### src/sv/assert_macros.svh
// Assertion macros shared by the RTL of the ground distance unit.
`ifndef ASSERT_MACROS_SVH
`define ASSERT_MACROS_SVH

// Same-cycle implication, checked on clk and ignored while rst is high.
`define ODG_ASSERT_NOW(lbl, ante, cons, msg) \
  lbl: assert property (@(posedge clk) disable iff (rst) (ante) |-> (cons)) else $error(msg);

// Next-cycle implication, checked on clk and ignored while rst is high.
`define ODG_ASSERT_NEXT(lbl, ante, cons, msg) \
  lbl: assert property (@(posedge clk) disable iff (rst) (ante) |=> (cons)) else $error(msg);

`endif

### src/sv/odg_pkg.sv
// Package with the constants and types of the ground distance unit.
`timescale 1ns / 1ps

package odg_pkg;

  // Register indexes of the configuration port.
  localparam logic REG_HEIGHT = 1'b0;
  localparam logic REG_RADIUS = 1'b1;

  localparam logic [11:0] HEIGHT_RESET = 12'd650;
  localparam logic [9:0]  RADIUS_RESET = 10'd240;

  // Height gain (1 - k^2) * 1e8 and its product with the reset height.
  localparam logic [36:0] HEIGHT_GAIN = 37'd23926716;
  localparam logic [36:0] HG_RESET    = 37'd15552365400;

  // 2 * 0.9784 * 0.0099 * 1e8, the lens split 180 and the base 60 * 1e8.
  localparam logic [30:0] RADIUS_GAIN = 31'd1937232;
  localparam logic [38:0] SPLIT_LEN   = 39'd180;
  localparam logic [32:0] DEN_BASE    = 33'd6000000000;
  localparam int          DIV_STEPS   = 55;

  // 10 * (1 + k^2) * 1e8 and 10 * 2k * 1e8.
  localparam logic [52:0] FOCAL_GAIN = 53'd1760732840;
  localparam logic [52:0] ROOT_GAIN  = 53'd1744400000;

  // Pixel to Q4.16 millimetre scale: pix * 811008 / 1250, via reciprocal.
  localparam logic [29:0] PIX_SCALE = 30'd811008;
  localparam logic [29:0] PIX_DIV   = 30'd1250;
  localparam int          RECIP_SH  = 40;
  localparam logic [63:0] PIX_RECIP = (64'd1 << RECIP_SH) / 64'd1250;
  localparam logic [63:0] PIX_K     = 64'd811008 * PIX_RECIP;

  localparam logic [9:0]  SAT_VALUE = 10'd999;
  localparam logic [63:0] SAT_MUL   = 64'd999;

  localparam int SQRT_CELLS = 22;
  localparam int DIV_CELLS  = 10;

  // Coefficients that follow from the configuration registers.
  typedef struct packed {
    logic        busy;
    logic        fzero;
    logic [36:0] hg;
    logic [43:0] ff;
    logic [52:0] a10;
  } coef_t;

  // Flags that travel beside the quotient.
  typedef struct packed {
    logic sat;
    logic zero;
  } div_tag_t;

endpackage

### src/sv/odg_div_cell.sv
// One cell of the restoring divider chain: one quotient bit per cell.
`timescale 1ns / 1ps

module odg_div_cell import odg_pkg::*; (
  input  logic        clk,
  input  logic        rst,
  input  logic        in_valid,
  input  logic [63:0] in_rem,
  input  logic [63:0] in_dsh,
  input  logic [9:0]  in_quo,
  input  div_tag_t    in_tag,
  input  logic        ready_in,
  output logic        out_valid,
  output logic [63:0] out_rem,
  output logic [63:0] out_dsh,
  output logic [9:0]  out_quo,
  output div_tag_t    out_tag,
  output logic        ready_out
);

  logic ge;

  assign ready_out = !out_valid || ready_in;
  assign ge        = in_rem >= in_dsh;

  always_ff @(posedge clk) begin
    if (rst) begin
      out_valid <= 1'b0;
    end else if (ready_out) begin
      out_valid <= in_valid;
    end
    if (ready_out) begin
      out_rem <= ge ? in_rem - in_dsh : in_rem;
      out_dsh <= in_dsh >> 1;
      out_quo <= {in_quo[8:0], ge};
      out_tag <= in_tag;
    end
  end

endmodule

### config.mk
export PLATFORM = sky130hd
export DESIGN_NAME = odg_div_cell
export DESIGN_NICKNAME = d
export VERILOG_FILES = /design/src/sv/assert_macros.svh /design/src/sv/odg_pkg.sv /design/src/sv/odg_div_cell.sv
export SDC_FILE = /design/constraint.sdc
export NUM_CORES = 1
export LEC_CHECK = 0
export BUFFER_PORTS_ARGS = -buffer_cell sky130_fd_sc_hd__buf_2
export CAP_MARGIN = 30
export CORE_UTILIZATION = 52
export CTS_CLUSTER_DIAMETER = 60
export DETAILED_ROUTE_END_ITERATION = 12
export GPL_TIMING_DRIVEN = 1
export HOLD_SLACK_MARGIN = 0.05
export PLACE_DENSITY = 0.91
export SETUP_SLACK_MARGIN = 0.2
export SYNTH_ARGS = -nofsm -noshare
export SYNTH_HDL_FRONTEND = slang
export SYNTH_SLANG_ARGS = --single-unit
### constraint.sdc
create_clock -name clk -period 5.4 [get_ports clk]
set_clock_uncertainty 0.2 [all_clocks]
set_input_delay 0.27 -clock clk [delete_from_list [all_inputs] [get_ports clk]]
set_output_delay 0.27 -clock clk [all_outputs]
set_load 0.01 [all_outputs]
==> impl_metrics.json <==
{
  "outcome": "finished, final reports clean",
  "slew_viol_final": 0,
  "coreArea_um2": 17200,
  "worstPathArrival_ps": 4580,
  "cts_buffer_depth": 2,
  "power_w": 0.00360,
  "post-route-drc-count": 0,
  "hpwl_um": 18900,
  "cts-resized-gates": 0,
  "yosysTopAreaCell": "edfxtp_1",
  "cpPeakStageDelay_ps": 720,
  "crit_required_ps": 5340,
  "switchingPower_w": 0.00121,
  "drt_pass1_iterations": 13,
  "crit_top_cell": "o21ai_0",
  "critPathLaunchType": "input port",
  "seq_power_share_pct": 38.7,
  "place.gp.congestion": 0.900,
  "drtIter0Drc": 1174,
  "grt_max_degree": 77,
  "clkPwrFrac_pct": 32.0,
  "groute.usage.overall_pct": 33.5,
  "fp.dieArea_um2": 18100,
  "area_delta_synth_final_pct": 38.3,
  "critPathKind": "input port to register",
  "wirelength_um": 30600,
  "antenna_left": 0,
  "slowest_stage": "o21a_4",
  "dr_total_vias": 9424,
  "final_nets": 1555,
  "finalCriticalPeriod_ps": 4640,
  "io_pins": 286,
  "grt_pass1_wl_um": 46500,
  "cts_buffers": 17,
  "swShare_pct": 33.7,
  "clock_sinks": 140,
  "p_per_area_nw_per_um2": 285,
  "ys_top_cells_by_area": "edfxtp_1, ha_1, nand2_1, o21ai_0, a21oi_1",
  "synth.distinct_cells": 71,
  "cts-htree-levels": 4,
  "portBuffers": 283,
  "cts_setup_buffers": 0,
  "antenna_found_initial": 0,
  "grt.overflow.total": 0,
  "netlist_area_um2": 9130,
  "fill_cells": 1105,
  "syn_inst": 943,
  "viasPerCell": 5.95,
  "ir_drop_v": 0.000215,
  "diodes": 0,
  "slew_headroom_pct": 36.9,
  "worstSetupStartpoint": "in_rem[43]",
  "syn_avg_cell_area_um2": 9.68,
  "die_x_um": 135,
  "p_comb_share_pct": 29.3,
  "finalHoldViolCount": 0,
  "yosys_warnings": 0,
  "routedWlPerCell_um": 19.3,
  "critical_path.endpoint_type": "register",
  "synth_flop_cell": "edfxtp_1",
  "cp_max_fo": 76,
  "grt_pass1_vias": 9362,
  "path_clk_slew_ps": 70,
  "crit_chain": "dlygate4sd3_1, buf_2, ha_1, nand2_1, o21ai_0, a21oi_1, o21ai_0, a221o_1, a221oi_1, o21a_4, buf_4, o21ai_0",
  "async_flop_share_pct": 0,
  "syn_nets": 1152,
  "die_height_um": 135,
  "ys_ff_latch": 140,
  "min-delay-start": "in_rem[0]",
  "final_cells": 1584,
  "fin_setup_tns_ps": 0,
  "synth.top_cell.area_share_pct": 45.7,
  "rsz0062_at_grt": "no",
  "fin_crit_sh_pct": 86.0,
  "drv_cap": 0,
  "cellLeakagePower_nw": 5.76,
  "initial_core_util_pct": 53.0,
  "p_int_w": 0.00239,
  "placed_cells": 1413,
  "max_freq_ghz": 0.215,
  "tritoncts": "built",
  "hold_path_class": "input port to register",
  "ctsHoldBuffers": 139,
  "final_layout_size_suffix_gt1_share_pct": 24.9,
  "clk_latency_ps": 430,
  "ys_seq_area_share_pct": 45.9,
  "synth_edf_count": 139,
  "setup-violations-final": 0,
  "timing.rr.start": "out_valid$_SDFFE_PP0P_",
  "cts_root_buf": "clkbuf_16",
  "core.rowCount": 48,
  "worst_pin_slew_ps": 947
}
-- critical path: cells and delay by family --
family | cells | cell delay, ps
AO/OA/AOI/OAI | 7 | 2310
AND/OR/NAND/NOR | 1 | 270
buffers and inverters | 3 | 1290
adder cells (fa/ha/maj) | 1 | 410
-- logic make-up after synthesis --
family | Yosys count | share of synthesized area (%)
AOI/OAI and AO/OA | 291 | 20.4
other | 1 | 0.0411
xor gates and xnor gates | 60 | 5.75
adders and majority gates | 65 | 8.99
DFF | 140 | 45.9
muxes | 3 | 0.329
buffers and inverters | 127 | 5.67
and+or+nand+nor | 256 | 12.9
-- layout make-up --
| cell class | instances | area, um^2 | share of cell area (%) |
|---|---|---|---|
| clock inverter | 15 | 133 | 1.05 |
| sequential | 140 | 4190 | 33.2 |
| multi-input combinational | 676 | 4430 | 35.1 |
| timing repair buffer | 424 | 2840 | 22.4 |
| clock buffer | 17 | 425 | 3.37 |
| inverter | 87 | 327 | 2.59 |
| tap | 225 | 282 | 2.23 |
-- metal layers --
layer | GRT usage [%] | up-vias | share of wire [%]
met4 | 20.7 | 0 | 6.2
met1 | 38.7 | 4298 | 35
met5 | 0 | - | 0
met2 | 56.7 | 714 | 49
met3 | 7.73 | 202 | 9.7
li1 | - | 4210 | -
-- Yosys cell counts (2+ instances only) --
cell type,instances
a211oi_1,4
o31ai_4,2
nor4_1,4
xnor2_1,37
a21boi_0,2
nor2_1,49
a21oi_1,85
a31oi_1,9
o21ai_0,91
nor2b_1,5
inv_1,87
o21ai_1,8
edfxtp_1,139
nand3_2,2
o21bai_1,14
a311oi_1,2
buf_4,2
o21ai_2,2
and2_1,2
nand2_1,133
clkbuf_1,21
ha_1,64
nand4_1,19
nand3_1,10
nand2b_1,8
nor3_1,8
o211ai_1,3
o31ai_1,3
buf_2,14
buf_6,2
mux2i_1,3
or3_1,6
and3_1,4
xor2_1,23
a21o_1,25
o21a_1,12
a22oi_1,2
o221ai_1,2
o31a_1,3
-- power by group through the flow --
stage / registers (W) / logic, W / clock network [W]
global route: 0.00140 / 0.00113 / 0.00119
CTS: 0.00138 / 0.00100 / 0.00114
global placement: 0.00140 / 0.000881 / 0
finish: 0.00139 / 0.00105 / 0.00115
floorplan: 0.00149 / 0.000518 / 0
detailed placement: 0.00141 / 0.000910 / 0
-- cells in the final DEF (no fill, tap or decap), types with 4 or more instances in the layout --
cell type	Yosys	routed
buf_2	14	283
dlygate4sd3_1	0	139
edfxtp_1	139	139
nand2_1	133	133
o21ai_0	91	91
inv_1	87	87
a21oi_1	85	85
ha_1	64	64
nor2_1	49	49
xnor2_1	37	37
a21o_1	25	25
xor2_1	23	23
nand4_1	19	19
clkbuf_16	0	17
o21bai_1	14	14
o21a_1	12	11
nand3_1	10	10
a31oi_1	9	9
nor3_1	8	8
o21ai_1	8	8
nand2b_1	8	7
or3_1	6	6
nor2b_1	5	5
clkinvlp_4	0	5
and3_1	4	4
nor4_1	4	4
a211oi_1	4	4
inv_6	0	4
-- through the flow --
step / hold slack (ps) / util [%] / worst slack [ps] / instance area, um^2
after global routing: 86.0 / 73.3 / 515 / 12600
final: 85.8 / 73.3 / 758 / 12600
after global placement: 227 / 62.0 / 1390 / 10700
after detailed placement: 230 / 62.0 / 1180 / 10700
after CTS: 52.7 / 73.3 / 1070 / 12600
after floorplan: 139 / - / 964 / 9130
-- sequential cells by signal, summed over array words and instances (netlist names) --
signal and cells:
out_rem 64, out_valid 1, out_quo 10, out_tag 2, out_dsh 63
-- path summary, 6_finish.rpt --
path	end	slack, ps	cells past startpoint
max	out_rem[24]$_DFFE_PP_	760	12
min	out_rem[0]$_DFFE_PP_	90	3
max reg2reg	out_valid$_SDFFE_PP0P_	3330	3
min reg2reg	out_dsh[56]$_DFFE_PP_	1020	1
(Power assumes the default switching activity.)
