File: src/sv/assert_macros.svh
// Assertion macros shared by the RTL of the ground distance unit.
`ifndef ASSERT_MACROS_SVH
`define ASSERT_MACROS_SVH

// Same-cycle implication, checked on clk and ignored while rst is high.
`define ODG_ASSERT_NOW(lbl, ante, cons, msg) \
  lbl: assert property (@(posedge clk) disable iff (rst) (ante) |-> (cons)) else $error(msg);

// Next-cycle implication, checked on clk and ignored while rst is high.
`define ODG_ASSERT_NEXT(lbl, ante, cons, msg) \
  lbl: assert property (@(posedge clk) disable iff (rst) (ante) |=> (cons)) else $error(msg);

`endif

File: src/sv/odg_pkg.sv
// Package with the constants and types of the ground distance unit.
`timescale 1ns / 1ps

package odg_pkg;

  // Register indexes of the configuration port.
  localparam logic REG_HEIGHT = 1'b0;
  localparam logic REG_RADIUS = 1'b1;

  localparam logic [11:0] HEIGHT_RESET = 12'd650;
  localparam logic [9:0]  RADIUS_RESET = 10'd240;

  // Height gain (1 - k^2) * 1e8 and its product with the reset height.
  localparam logic [36:0] HEIGHT_GAIN = 37'd23926716;
  localparam logic [36:0] HG_RESET    = 37'd15552365400;

  // 2 * 0.9784 * 0.0099 * 1e8, the lens split 180 and the base 60 * 1e8.
  localparam logic [30:0] RADIUS_GAIN = 31'd1937232;
  localparam logic [38:0] SPLIT_LEN   = 39'd180;
  localparam logic [32:0] DEN_BASE    = 33'd6000000000;
  localparam int          DIV_STEPS   = 55;

  // 10 * (1 + k^2) * 1e8 and 10 * 2k * 1e8.
  localparam logic [52:0] FOCAL_GAIN = 53'd1760732840;
  localparam logic [52:0] ROOT_GAIN  = 53'd1744400000;

  // Pixel to Q4.16 millimetre scale: pix * 811008 / 1250, via reciprocal.
  localparam logic [29:0] PIX_SCALE = 30'd811008;
  localparam logic [29:0] PIX_DIV   = 30'd1250;
  localparam int          RECIP_SH  = 40;
  localparam logic [63:0] PIX_RECIP = (64'd1 << RECIP_SH) / 64'd1250;
  localparam logic [63:0] PIX_K     = 64'd811008 * PIX_RECIP;

  localparam logic [9:0]  SAT_VALUE = 10'd999;
  localparam logic [63:0] SAT_MUL   = 64'd999;

  localparam int SQRT_CELLS = 22;
  localparam int DIV_CELLS  = 10;

  // Coefficients that follow from the configuration registers.
  typedef struct packed {
    logic        busy;
    logic        fzero;
    logic [36:0] hg;
    logic [43:0] ff;
    logic [52:0] a10;
  } coef_t;

  // Flags that travel beside the quotient.
  typedef struct packed {
    logic sat;
    logic zero;
  } div_tag_t;

endpackage

File: src/sv/odg_coef.sv
// Configuration registers and the serial unit that derives the focal coefficients.
`timescale 1ns / 1ps

module odg_coef import odg_pkg::*; (
  input  logic        clk,
  input  logic        rst,
  input  logic        cfg_we,
  input  logic        cfg_index,
  input  logic [11:0] cfg_data,
  output coef_t       coef
);

  typedef enum logic [2:0] {ST_GAIN, ST_LOAD, ST_DIV, ST_PROD, ST_IDLE} state_t;

  state_t      state;
  logic [9:0]  radius;
  logic [30:0] gain;
  logic [54:0] num_sh;
  logic [32:0] dvs;
  logic [32:0] rem;
  logic [21:0] quo;
  logic [5:0]  cnt;
  logic [33:0] trial;
  logic        ge;
  logic        fzero;
  logic [36:0] hg;
  logic [43:0] ff;
  logic [52:0] a10;

  assign trial = {rem, num_sh[54]};
  assign ge    = trial >= {1'b0, dvs};
  assign coef  = '{busy: (state != ST_IDLE), fzero: fzero, hg: hg, ff: ff, a10: a10};

  always_ff @(posedge clk) begin
    if (rst) begin
      state  <= ST_GAIN;
      radius <= RADIUS_RESET;
      hg     <= HG_RESET;
    end else begin
      if (cfg_we && cfg_index == REG_HEIGHT) begin
        hg <= {25'd0, cfg_data} * HEIGHT_GAIN;
      end
      case (state)
        ST_GAIN: begin
          gain  <= {21'd0, radius} * RADIUS_GAIN;
          state <= ST_LOAD;
        end
        ST_LOAD: begin
          num_sh <= {({8'd0, gain} * SPLIT_LEN), 16'd0};
          dvs    <= DEN_BASE + {2'b00, gain};
          rem    <= '0;
          quo    <= '0;
          cnt    <= '0;
          state  <= ST_DIV;
        end
        ST_DIV: begin
          rem    <= ge ? 33'(trial - {1'b0, dvs}) : trial[32:0];
          quo    <= {quo[20:0], ge};
          num_sh <= {num_sh[53:0], 1'b0};
          cnt    <= cnt + 6'd1;
          if (cnt == 6'(DIV_STEPS - 1)) begin
            state <= ST_PROD;
          end
        end
        ST_PROD: begin
          ff    <= {22'd0, quo} * {22'd0, quo};
          a10   <= {31'd0, quo} * FOCAL_GAIN;
          fzero <= (quo == '0);
          state <= ST_IDLE;
        end
        default: begin
          state <= ST_IDLE;
        end
      endcase
      if (cfg_we && cfg_index == REG_RADIUS) begin
        radius <= cfg_data[9:0];
        state  <= ST_GAIN;
      end
    end
  end

endmodule

File: config.mk
export PLATFORM = sky130hd
export DESIGN_NAME = odg_coef
export DESIGN_NICKNAME = d
export VERILOG_FILES = /design/src/sv/assert_macros.svh /design/src/sv/odg_pkg.sv /design/src/sv/odg_coef.sv
export SDC_FILE = /design/constraint.sdc
export NUM_CORES = 2
export LEC_CHECK = 0
export BUFFER_PORTS_ARGS = -buffer_cell sky130_fd_sc_hd__buf_2
export CAP_MARGIN = 20
export CORE_MARGIN = 4
export CORE_UTILIZATION = 65
export DETAILED_ROUTE_END_ITERATION = 10
export PLACE_DENSITY = 0.83
export SLEW_MARGIN = 20
export SYNTH_ARGS = -nofsm -noshare
export SYNTH_HDL_FRONTEND = slang
export SYNTH_SLANG_ARGS = --single-unit
File: constraint.sdc
create_clock -name clk -period 13.4 [get_ports clk]
set_input_delay 0 -clock clk [delete_from_list [all_inputs] [get_ports clk]]
set_output_delay 0 -clock clk [all_outputs]
set_load 0.02 [all_outputs]
==> impl_results.md <==
- Worst Hold Class: in2reg
- Crit-path max FO: 20
- Tcrit/Tclk final: 60.1%
- Die width: 277 um
- Ant. Diodes: 0
- Synth warn: 0
- CTS root buffer: clkbuf_16
- Drt via density: 5.69
- Final-report setup violation count: 0
- Largest net degree at the start of global routing: just over 70
- Crit path arrival time: 8.39 ns
- Unique masters post-synth: between 80 and 90
- Clock sink count: 290
- CTS H-tree depth: 2
- Worst Skew: 0.0303 ns
- Initial core utilization: between 60 and 70%
- Tmin final: 8.05 ns
- Antenna violations before repair: 1
- PortBufs: 145
- Max_slew headroom: just under 30%
- Cells on worst reg2reg path: 24
- Worst path buffer plus inverter count: 4
- Commonest non-fill, non-tap cells in the layout: inv_1 (1154), fa_1 (766), ha_1 (697)
- Number of cells produced by synthesis: 4707
- Worst setup SP type: flip-flop
- Final Hold Vio Count: 0
- Maximum buffer depth of the clock tree: 3
- Register bit total from synthesis: 290
- Complex-gate fraction of the synthesized area: roughly 9%
- CTS clk-pin slew, worst paths: 0.06 ns
- HP Start: cfg_we
- Share of layout cells above drive strength 1: 5.87%
- GPL Wtd Cong: 0.973
- Filler Cell Count: 5255
- Hold worst-path end: radius[7]$_SDFFE_PP1P_
- Adder-Cell Fraction of Synth Area: 51.2%
- Worst path cell trace: inv_1 > nor2_1 > ha_1 > xor2_1 > fa_1 > fa_1 > inv_1 > fa_1 > fa_1 > fa_1 > inv_1 > fa_1 > inv_1 > ha_1 > nand4_1 > nor2_1 > and3_1 > a221oi_1 > o211ai_1 > o21ai_1 > a21oi_1 > a221oi_1 > o21bai_1 > xor2_1
- Routed Antenna Nets: 0
- All-Layer GR Usage: between 20% and 30%
- Highest Signal Layer: met4
- Postcts setup bufs: 0
- Most common cell after layout, fill and taps aside: inv_1
- Worst path top cell family by delay: adder cells
- Critical Path RT: 13.74 ns
- R2r endpoint: ff[37]$_DFFE_PP_
- Setup_tns: 0 ns
- Die height: 277 um
- Die area: about 77000 um2
- Ys flop type: edfxtp_1
- Area Growth Syn to Fin: 6.93%
- Number of max-cap violations: 0
- DR WL/cell: 18.9 um
- Hold-fix buffer count after cts: 21
- Syn_area_per_cell: 9.99 um2
- Fin Hold WS: 0.0371 ns
- Via Count: 33200
- Post-synth EDFFs: 242
- Status: complete, no violations
- Worst r2r src: quo[19]$_SDFFCE_PN0P_
- Peak Freq: 124 MHz
- Worst skew pair latency: 0.60 ns
- Ports: 152
- Seq/Total Area, Yosys: between 10% and 20%
- Residual DRC count: 0
- DR pass1 iterations: 5
- Std-Cell Rows: 98
- Post-Route WL: 110000 um
- Congestion Overflow GR: 0
- Met3 WL post-DR: between 9000 and 10000 um
- Largest family of logic cells by synthesized area: adder cells
- Metal2 WL: ~52000 um
- CP max stage delay: 0.96 ns
- CTS resizes: 0
- Core Region: slightly above 70000 um2
- Most used cell, CP: fa_1
- Layout Nets: between 6000 and 7000
- Final Max Tran Viols: 0
- Hpwl dp: around 90000 um
- Vias in the first global route: between 30000 and 40000
- Synth Area in Simple Gates: under 10%
- Critical Path Sink Type: flip-flop
- Metal1 wirelength: 45400 um
- CTS buffer count: 38
- Ys async rst share: 0%
- FF-to-FF setup slack: 5.35 ns
- Hold Crit Depth: 3
- Worst-Margin Slew: 1.06 ns
- Mux cell area share after synthesis: 0.495%
- XOR/XNOR Fraction of Synth Area: 4.13%
- DRT iter0 DRCs: 2760
- TritonCTS clock tree: built
- WS Path Type: reg2reg
- Slowest cell on the critical path: edfxtp_1
- Unrepaired setup endpoints after global routing: no
- First-pass GRT wire length: 182000 um
- Synth Cell Area: 47000 um2
==> how the worst max path moves through the flow <==
| stage | startpoint | to | slack (ns) | cells after the start |
|---|---|---|---|---|
| after floorplan | state[1]$_SDFFE_PP0P_ | a10[10]$_DFFE_PP_ | 5.76 | 3 |
| after global placement | quo[19]$_SDFFCE_PN0P_ | ff[41]$_DFFE_PP_ | 5.78 | 24 |
| after detailed placement | quo[19]$_SDFFCE_PN0P_ | ff[41]$_DFFE_PP_ | 5.53 | 24 |
| after CTS | quo[19]$_SDFFCE_PN0P_ | ff[37]$_DFFE_PP_ | 5.49 | 24 |
| after global routing | quo[19]$_SDFFCE_PN0P_ | ff[41]$_DFFE_PP_ | 4.98 | 24 |
| final | quo[19]$_SDFFCE_PN0P_ | ff[37]$_DFFE_PP_ | 5.35 | 24 |
==> synth_stat cells, drive strengths merged (4+ instances only) <==
cell type,n,share of area (%)
inv,1159,9.3
fa,766,33
ha,697,19
nand2,311,2.5
nor2,243,1.9
edfxtp,242,15
a21oi,207,2.2
xnor2,122,2.3
o21ai,108,1.2
a21o,101,1.6
xor2,100,1.9
clkbuf,88,0.70
dfxtp,48,2.0
nand3,42,0.45
and2,33,0.44
and3,31,0.41
o21bai,29,0.46
nor3,28,0.30
o211ai,27,0.43
nand4,24,0.32
nor2b,24,0.32
a31oi,23,0.32
nand2b,22,0.29
mux2i,21,0.45
o21a,21,0.34
a211oi,19,0.32
buf,17,0.22
o31ai,16,0.30
or2,16,0.21
a221oi,12,0.26
a41oi,9,0.17
nor4,9,0.12
a2111oi,8,0.23
a21boi,6,0.096
clkinv,6,0.048
a211o,5,0.093
a31o,5,0.093
nor3b,4,0.074
o22ai,4,0.053
o31a,4,0.074
or3,4,0.053
==> state kept, by name (all words and copies together) (netlist names), 3 cells and up <==
| signal | count |
|---|---|
| a10 | 49 |
| ff | 43 |
| hg | 35 |
| num_sh | 33 |
| rem | 33 |
| dvs | 28 |
| gain | 27 |
| quo | 22 |
| radius | 10 |
| cnt | 6 |
| state | 3 |
==> layout make-up <==
| cell class | instances | area, um2 | area share (%) |
|---|---|---|---|
| clock buffers | 43 | 970 | 1.93 |
| repair buffers | 200 | 1190 | 2.37 |
| inverters | 1165 | 4370 | 8.70 |
| multi-input cells | 3152 | 34000 | 67.7 |
| flip-flops and latches | 290 | 8230 | 16.4 |
| well taps | 950 | 1190 | 2.36 |
| clock inverters | 25 | 297 | 0.590 |
==> per-layer routing <==
metal	vias up	GRT usage (%)
met3	268	5.98
met4	0	8.32
met1	16400	40.7
met2	1255	48.5
li1	15300	-
met5	-	0
==> stage by stage <==
stage               setup slack (ns)  area, um2  util (%)  std cells
floorplan                       5.76      47000         -       4712
global placement                5.78      48800      68.2       5736
detailed placement              5.53      48800      68.2       5736
CTS                             5.49      50300      70.2       5825
global route                    4.98      50300      70.2       5825
finish                          5.35      50300      70.2       5825
==> cell families (layout without fill, tap and decap cells) <==
family	after synthesis	after routing
and+or+nand+nor	804	804
AOI/OAI and AO/OA	633	633
other	1	6
adders and majority gates	1464	1464
buffers and inverters	1270	1433
muxes	23	23
xor gates and xnor gates	222	222
DFF	290	290
==> worst min-delay path: stages <==
cell	delay, ns
buf_2	0.13
nand2_1	0.32
o211ai_1	0.12
Power is left out: the tool's default activity adds up to more than one toggle a clock period on the data nets, which glitch-free logic cannot reach.
