### src/sv/assert_macros.svh
// Assertion macros shared by the RTL of the ground distance unit.
`ifndef ASSERT_MACROS_SVH
`define ASSERT_MACROS_SVH

// Same-cycle implication, checked on clk and ignored while rst is high.
`define ODG_ASSERT_NOW(lbl, ante, cons, msg) \
  lbl: assert property (@(posedge clk) disable iff (rst) (ante) |-> (cons)) else $error(msg);

// Next-cycle implication, checked on clk and ignored while rst is high.
`define ODG_ASSERT_NEXT(lbl, ante, cons, msg) \
  lbl: assert property (@(posedge clk) disable iff (rst) (ante) |=> (cons)) else $error(msg);

`endif

### src/sv/odg_pkg.sv
// Package with the constants and types of the ground distance unit.
`timescale 1ns / 1ps

package odg_pkg;

  // Register indexes of the configuration port.
  localparam logic REG_HEIGHT = 1'b0;
  localparam logic REG_RADIUS = 1'b1;

  localparam logic [11:0] HEIGHT_RESET = 12'd650;
  localparam logic [9:0]  RADIUS_RESET = 10'd240;

  // Height gain (1 - k^2) * 1e8 and its product with the reset height.
  localparam logic [36:0] HEIGHT_GAIN = 37'd23926716;
  localparam logic [36:0] HG_RESET    = 37'd15552365400;

  // 2 * 0.9784 * 0.0099 * 1e8, the lens split 180 and the base 60 * 1e8.
  localparam logic [30:0] RADIUS_GAIN = 31'd1937232;
  localparam logic [38:0] SPLIT_LEN   = 39'd180;
  localparam logic [32:0] DEN_BASE    = 33'd6000000000;
  localparam int          DIV_STEPS   = 55;

  // 10 * (1 + k^2) * 1e8 and 10 * 2k * 1e8.
  localparam logic [52:0] FOCAL_GAIN = 53'd1760732840;
  localparam logic [52:0] ROOT_GAIN  = 53'd1744400000;

  // Pixel to Q4.16 millimetre scale: pix * 811008 / 1250, via reciprocal.
  localparam logic [29:0] PIX_SCALE = 30'd811008;
  localparam logic [29:0] PIX_DIV   = 30'd1250;
  localparam int          RECIP_SH  = 40;
  localparam logic [63:0] PIX_RECIP = (64'd1 << RECIP_SH) / 64'd1250;
  localparam logic [63:0] PIX_K     = 64'd811008 * PIX_RECIP;

  localparam logic [9:0]  SAT_VALUE = 10'd999;
  localparam logic [63:0] SAT_MUL   = 64'd999;

  localparam int SQRT_CELLS = 22;
  localparam int DIV_CELLS  = 10;

  // Coefficients that follow from the configuration registers.
  typedef struct packed {
    logic        busy;
    logic        fzero;
    logic [36:0] hg;
    logic [43:0] ff;
    logic [52:0] a10;
  } coef_t;

  // Flags that travel beside the quotient.
  typedef struct packed {
    logic sat;
    logic zero;
  } div_tag_t;

endpackage

### src/sv/odg_sqrt_cell.sv
// One cell of the square root chain: one result bit per cell.
`timescale 1ns / 1ps

module odg_sqrt_cell import odg_pkg::*; (
  input  logic        clk,
  input  logic        rst,
  input  logic        in_valid,
  input  logic [43:0] in_rad,
  input  logic [25:0] in_rem,
  input  logic [21:0] in_root,
  input  logic [19:0] in_x,
  input  logic        ready_in,
  output logic        out_valid,
  output logic [43:0] out_rad,
  output logic [25:0] out_rem,
  output logic [21:0] out_root,
  output logic [19:0] out_x,
  output logic        ready_out
);

  logic [25:0] rem_sh;
  logic [25:0] trial;
  logic        ge;

  assign ready_out = !out_valid || ready_in;
  assign rem_sh    = {in_rem[23:0], in_rad[43:42]};
  assign trial     = {2'b00, in_root, 2'b01};
  assign ge        = rem_sh >= trial;

  always_ff @(posedge clk) begin
    if (rst) begin
      out_valid <= 1'b0;
    end else if (ready_out) begin
      out_valid <= in_valid;
    end
    if (ready_out) begin
      out_rad  <= {in_rad[41:0], 2'b00};
      out_rem  <= ge ? rem_sh - trial : rem_sh;
      out_root <= {in_root[20:0], ge};
      out_x    <= in_x;
    end
  end

endmodule

### config.mk
export PLATFORM = sky130hd
export DESIGN_NAME = odg_sqrt_cell
export DESIGN_NICKNAME = d
export VERILOG_FILES = /design/src/sv/assert_macros.svh /design/src/sv/odg_pkg.sv /design/src/sv/odg_sqrt_cell.sv
export SDC_FILE = /design/constraint.sdc
export NUM_CORES = 1
export LEC_CHECK = 0
export BUFFER_PORTS_ARGS = -buffer_cell sky130_fd_sc_hd__buf_2
export CORE_MARGIN = 2
export CORE_UTILIZATION = 51
export DETAILED_ROUTE_END_ITERATION = 8
export PLACE_DENSITY_LB_ADDON = 0.12
export SKIP_LAST_GASP = 1
export SLEW_MARGIN = 20
export SYNTH_ARGS = -nofsm -noshare
export SYNTH_HDL_FRONTEND = slang
export SYNTH_SLANG_ARGS = --single-unit
### constraint.sdc
create_clock -name clk -period 9.15 [get_ports clk]
set_input_delay 0.915 -clock clk [delete_from_list [all_inputs] [get_ports clk]]
set_output_delay 0.915 -clock clk [all_outputs]
set_load 0.005 [all_outputs]
==> results of run 1 <==
[sequential cells by signal, indices dropped and copies added, names as in the netlist]
name,flops
out_rem,26
out_valid,1
out_x,20
out_root,22
out_rad,42
[worst register-to-register path, cell delays in order, from the launching register on]
cell and delay [ns]:
dfxtp_1 0.35, nand2b_4 0.41, buf_4 0.83
[layout by cell type, fill, tap and decap left out, types with 2 or more instances in the layout]
cell       count
nand3_1        3
bufinv_16      2
mux2_2         4
a21oi_1       40
clkbuf_8      10
o21ai_0       13
a21oi_2        2
xor2_1        10
inv_8          2
o211ai_1       2
conb_1         2
o21a_1         4
nor2b_1        4
nor3_1         2
inv_1         31
nor2_1        26
a21o_1         4
buf_2        225
nor4_1         3
buf_4          2
xnor2_1       14
ha_1          24
o21bai_1       5
nand4_1        7
a211oi_2       2
o221ai_1       4
mux2_4         2
nand2_1       22
o21ai_2        2
edfxtp_1     110
a211oi_1       3
[metrics by stage]
step                      area [µm²]  std cells  hold WS, ns  utilization
after floorplan                 5090        378        0.984            -
after global placement          6330        726        0.894        0.650
after detailed placement        6330        726        0.945        0.650
after CTS                       6560        742        0.671        0.674
after global routing            6560        742        0.666        0.674
final                           6560        742        0.684        0.674
[where the power goes]
part | switching [mW] | internal (mW) | leakage [nW]
Sequential | 0.0120 | 0.619 | 1.14
Combinational | 0.118 | 0.104 | 1.69
Clock | 0.170 | 0.166 | 0.114
Total | 0.300 | 0.889 | 2.95
[routing by layer]
layer  part of all wire  global-route usage
met1               0.40               0.269
met3              0.064              0.0491
met2               0.51               0.384
met4              0.027               0.103
met5                  0                   0
[final timing paths]
path	startpoint	endpoint	slack [ns]	cells after the start
max	in_root[18]	out_rem[7]	5.87	9
max reg2reg	out_valid	out_rem[7]	7.18	2
min	rst	out_valid	0.68	2
min reg2reg	out_valid	out_valid	0.93	2
[cells by family (layout without fill, tap and decap cells)]
| logic type | after synthesis | after routing | synth area share |
|---|---|---|---|
| simple gates | 76 | 76 | 0.0716 |
| fa+ha+maj | 24 | 24 | 0.0591 |
| flops | 111 | 111 | 0.654 |
| other cells | 1 | 2 | 0.000738 |
| compound gates | 92 | 92 | 0.121 |
| buf+inv | 43 | 274 | 0.0374 |
| xor+xnor | 24 | 24 | 0.0413 |
| mux | 6 | 6 | 0.0148 |
[layout make-up]
type,count,share of cell area
clock buffers,11,0.0216
clock inverters,5,0.0137
inverters,31,0.0177
multi-input cells,224,0.241
flip-flops and latches,111,0.507
well taps,133,0.0254
repair buffers,227,0.174
==> parameters.txt, run 1 <==
Parameter                              Value

Synth
  Most used flip-flop cell after synthesis    edfxtp_1
  Most frequent cells after synthesis    110 x edfxtp_1, 40 x a21oi_1, 31 x inv_1, 26 x nor2_1, 24 x ha_1
  Number of warning messages in the yosys log    0
  Number of synthesized flops with an enable pin    110
  Number of distinct library cells after synthesis    50
  Netlist Area Pre-Place    5080 µm²
  Synth area leaders    edfxtp_1 65%, ha_1 5.9%, a21oi_1 3.9%
  Largest area contributor in the netlist    edfxtp_1
  Post-synthesis sequential area ratio    0.654
  Number of synthesized register bits    111
  Fraction of registers with async set or reset after synthesis    0
  Area share of the largest cell type after synthesis    0.650
  Dominant cell by count in the synthesized netlist    edfxtp_1
  Cell count after synthesis    377
  Synth Area per Inst    13.5 µm²

STA
  Clock skew    0.0113 ns
  Final hold violation count    0
  Worst-Margin Slew    0.901 ns
  Max transition margin    0.399
  Fraction of the cycle the final worst path needs    0.358
  Final Worst Setup Slack    5.87 ns
  Count of final setup violators    0
  Sum Neg Setup Slack    0 ns
  Unrepaired setup endpoints after global routing    false
  Time the worst path needs with I/O delays and setup    3.28 ns
  Count of pins over their slew limit    0
  Max Clock Freq    305 MHz

Cells and area
  Area of combinational cells with multiple inputs    1580 µm²
  # fillers    772
  Area Overhead vs Synth    29.0%
  Net total in the final layout    744
  Total area of sequential cells    3320 µm²
  # diodes    0
  Ratio of cells with drive above 1 in the final layout    0.433

CTS
  Clock buffer count from CTS    9
  # Post-CTS Setup Buffers    0
  Max clock buf depth    2
  Register clock-pin slew on the reported worst setup and hold paths    0.11 ns
  Root buffer cell    clkbuf_8
  Number of H-tree levels    3
  Clock tree from TritonCTS    built
  Total of hold buffers inserted after clock tree synthesis    0
  Skew-Pair Late Insertion Delay    0.37 ns
  Count of clock tree sinks    111
  Post-cts gate resize count    0

Setup path
  Critical Path RT    9.27 ns
  Endpoint class of the critical path    register
  Worst-path fanout max    24
  Startpoint-to-endpoint class of the critical path    input port to register
  Biggest cell delay along the critical path    0.53 ns
  Critical path arrival    3.40 ns
  Largest delay share family, worst path    compound AO/OA/AOI/OAI gates
  Ordered list of cells on the worst path    buf_2 -> inv_1 -> ha_1 -> nand4_1 -> nor4_1 -> o21ai_0 -> o21ai_4 -> buf_4 -> mux2_2
  Buffers and inverters on the worst path    3
  Crit path launch type    input port
  CP max stage cell    o21ai_4

Route
  Via density per instance    5.07
  DRT Pass-1 Iters    5
  Overall via count from detail_route    3,764
  Count of antenna-violating nets left after detailed routing    0
  Average wire per cell in the routed design    16.2 µm
  DRC Markers    0
  Total Routed Length    12,000 µm
  Initial DRC Count    241

Place
  Quantity of I/O buffers inserted on ports    225
  Post-detail-place hpwl    9180 µm
  Setup slack after placement    5.47 ns
  Routability-driven placement congestion ratio    0.809

Job
  Maximum capacitance violations    0

Floorplanning
  Site row count    36
  Die Area    10,800 µm²
  Die X    104 µm
  Core footprint    9730 µm²
  Chip Height    104 µm
  I/O pins    230
  Starting utilization of the core area    0.523

Global route
  First-pass GRT wire length    19,000 µm
  Tot GR Track Use    0.224
  Largest net degree at the start of global routing    76
  Antenna violations before repair    0
  Vias in the first global route    3,768
  Total overflow reported by the global router    0

Pwr
  Peak VDD IR    0.0000828 V
  Power density over the cells    181 nW/µm²
  PnR Total Power    1.19 mW
  Leak Pwr    2.95 nW

Min path
  Classification of the worst-slack hold path    input port to register

Status
  Result of the run    completed
(Power assumes the default switching activity.)
==> run 2, diff against run 1 <==
--- a/config.mk
+++ b/config.mk
@@ -7,7 +7,7 @@
 export LEC_CHECK = 0
 export BUFFER_PORTS_ARGS = -buffer_cell sky130_fd_sc_hd__buf_2
 export CORE_MARGIN = 2
-export CORE_UTILIZATION = 51
+export CORE_UTILIZATION = 43
 export DETAILED_ROUTE_END_ITERATION = 8
 export PLACE_DENSITY_LB_ADDON = 0.12
 export SKIP_LAST_GASP = 1
==> constraint.sdc (replaced) <==
create_clock -name clk -period 2.7 [get_ports clk]
set_input_delay 0.27 -clock clk [delete_from_list [all_inputs] [get_ports clk]]
set_output_delay 0.27 -clock clk [all_outputs]
set_load 0.005 [all_outputs]
==> run 2 against run 1 <==
Sequential cell count is the same; power increased to 3.7 times the previous value; combinational power rose to 3.5 times the previous value; sequential share of layout area decreased by 1.9 points; clock skew is 0.0055 ns lower; cell area rose by 3.8%; cell count rose by 3.5%; setup slack worse by 5.4 ns; clock power rose to 4.3 times the previous value.
==> parameters.txt, run 2 (same netlist as run 1, synthesis figures left out) <==
Parameter                              Value

Cells and area
  Number of flip-flops in the largest register    42 (unchanged)
  Area of combinational cells with multiple inputs    1580 µm² (unchanged)
  # fillers    971 (+26%)
  Net total in the final layout    760 (+2.2%)
  Area Overhead vs Synth    34.0%
  Register with the highest flop count    out_rad
  Regs by FF count    out_rad (42), out_rem (26), out_root (22)
  Total area of sequential cells    3320 µm² (unchanged)
  Post-route design area    6810 µm² (+3.8%)
  Ratio of cells with drive above 1 in the final layout    0.446 (+0.0129)
  Most common library cell in the layout ignoring fill and taps    buf_2
  Most used cells in the layout excluding fill and tap cells    225 x buf_2, 110 x edfxtp_1, 40 x a21oi_1
  # diodes    0 (unchanged)

Status
  Result of the run    completed

Min path
  Instance count along the most critical hold path    2 (unchanged)
  Hold-critical path endpoint    out_valid
  Critical hold path startpoint    rst
  Classification of the worst-slack hold path    input port to register

Setup path
  Largest delay share family, worst path    compound AO/OA/AOI/OAI gates
  Origin of the critical flop-to-flop path    out_valid
  Endpoint class of the critical path    register
  Number of cells traversed by the worst register-to-register path    2 (unchanged)
  Ordered list of cells on the worst path    buf_2 -> inv_1 -> ha_1 -> nand3_1 -> o21bai_1 -> a21oi_2 -> a211oi_2 -> o21ai_4 -> mux2_2
  Worst-path fanout max    17 (-29%)
  Crit path launch type    input port
  Critical path arrival    2.35 ns (-1.05 ns)
  Startpoint-to-endpoint class of the critical path    input port to register
  Worst r2r dst    out_rad[11]
  Flop2flop setup slack    1.33 ns (-5.85 ns)
  Buffers and inverters on the worst path    2 (-1)
  Critical Path RT    2.80 ns (-6.47 ns)
  CP max stage cell    o21ai_4
  Biggest cell delay along the critical path    0.51 ns (-0.02 ns)
  Number of cells on the critical path    9 (unchanged)

Floorplanning
  Site row count    39 (+8.3%)
  Chip Height    113 µm (+8.6%)
  I/O pins    230 (unchanged)
  Starting utilization of the core area    0.443 (-0.0792)
  Die X    113 µm (+8.6%)
  Core footprint    11,500 µm² (+18%)
  Die Area    12,700 µm² (+18%)

CTS
  Count of clock tree sinks    111 (unchanged)
  Clock tree from TritonCTS    built
  Register clock-pin slew on the reported worst setup and hold paths    0.07 ns (-0.04 ns)
  Total of hold buffers inserted after clock tree synthesis    0 (unchanged)
  Skew-Pair Late Insertion Delay    0.35 ns (-0.02 ns)
  Max clock buf depth    2 (unchanged)
  Post-cts gate resize count    0 (unchanged)
  # Post-CTS Setup Buffers    0 (unchanged)
  Clock buffer count from CTS    9 (unchanged)
  Root buffer cell    clkbuf_16
  Number of H-tree levels    3 (unchanged)

Route
  Initial DRC Count    227 (-5.8%)
  Total Routed Length    12,100 µm (+0.45%)
  Average wire per cell in the routed design    15.8 µm (-3.0%)
  Via density per instance    4.96 (-2.1%)
  DRC Markers    0 (unchanged)
  Overall via count from detail_route    3,813 (+1.3%)
  DRT Pass-1 Iters    4 (-1)
  Count of antenna-violating nets left after detailed routing    0 (unchanged)

STA
  Fraction of the cycle the final worst path needs    0.831
  Max transition margin    0.608 (+0.209)
  Clock skew    0.00580 ns (-0.00553 ns)
  Time the worst path needs with I/O delays and setup    2.24 ns
  Count of pins over their slew limit    0 (unchanged)
  Count of final setup violators    0 (unchanged)
  Final Worst Setup Slack    0.457 ns (-5.41 ns)
  Sum Neg Setup Slack    0 ns (unchanged)
  Max Clock Freq    446 MHz
  Unrepaired setup endpoints after global routing    false
  Final hold violation count    0 (unchanged)
  Worst-Margin Slew    0.586 ns (-0.315 ns)
  Fin Hold WS    0.0681 ns (-0.615 ns)

Pwr
  Share of total power in the clock network    0.332 (+0.050)
  Power density over the cells    642 nW/µm² (+250%)
  PnR Total Power    4.37 mW (+270%)
  Internal portion of total power    3.32 mW (+270%)
  Peak VDD IR    0.000446 V (+440%)
  Leak Pwr    3.08 nW (+4.4%)
  Net Sw Frac    0.239 (-0.0130)
  Switching power total    1.05 mW (+250%)
  Combinational fraction of design power    0.179 (-0.007)
  Power share of the sequential group    0.489 (-0.042)

Global route
  Tot GR Track Use    0.183 (-0.0407)
  Largest net degree at the start of global routing    49 (-36%)
  Antenna violations before repair    2 (+2)
  First-pass GRT wire length    18,100 µm (-4.9%)
  Vias in the first global route    3,599 (-4.5%)
  Total overflow reported by the global router    0 (unchanged)

Place
  Routability-driven placement congestion ratio    0.821 (+1.4%)
  Setup slack after placement    0.0586 ns (-5.41 ns)
  Quantity of I/O buffers inserted on ports    225 (unchanged)
  DP Area    6490 µm² (+2.5%)
  Post-detail-place hpwl    9370 µm (+2.1%)

Job
  Maximum capacitance violations    0 (unchanged)
==> run 2: cell types whose count changed in the layout (fill, tap and decap cells not counted) <==
cell,before,now
clkbuf_1,1,2
inv_6,0,2
buf_12,0,2
inv_8,2,0
buf_4,2,16
clkbuf_8,10,1
clkbuf_16,0,9
clkinvlp_4,1,0
==> run 2: area by class of cell <==
class | count | share of cell area
Clock buffer | 12 | 0.0362
Clock inverter | 4 | 0.0114
Inverter | 31 | 0.0171
Multi-Input combinational cell | 224 | 0.232
Sequential cell | 111 | 0.488
Tap cell | 143 | 0.0263
Timing Repair Buffer | 243 | 0.189
==> run 2: worst max-delay path by stage <==
stage,slack (ns),end,from
2_1_floorplan,0.45,out_rem[23],in_root[10]
3_3_place_gp,0.08,out_rem[18],in_root[1]
3_5_place_dp,0.06,out_rem[4],in_root[1]
4_1_cts,0.43,out_rem[18],in_root[1]
5_1_grt,0.28,out_rem[20],in_root[2]
6_report,0.46,out_rem[18],in_root[2]
==> run 2: through the flow <==
| stage | std cells | util |
|---|---|---|
| after floorplan | 378 | - |
| after global placement | 752 | 0.566 |
| after detailed placement | 752 | 0.566 |
| after CTS | 768 | 0.594 |
| after global routing | 768 | 0.594 |
| final | 768 | 0.594 |
==> run 2: routing by layer <==
metal,share of wire,vias to the layer above,GRT usage,wire [µm]
met4,0.017,4,0.0683,211
li1,-,1883,-,-
met2,0.49,138,0.314,5980
met3,0.073,16,0.0461,888
met1,0.41,1772,0.224,4990
met5,0.0022,-,0,27
==> run 2: power by group through the flow <==
stage	logic, mW	registers (mW)	clock network [mW]
6_report	0.781	2.14	1.45
5_1_grt	0.862	2.15	1.54
4_1_cts	0.790	2.14	1.49
3_5_place_dp	0.787	2.18	0
3_3_place_gp	0.777	2.17	0
2_1_floorplan	0.379	2.21	0
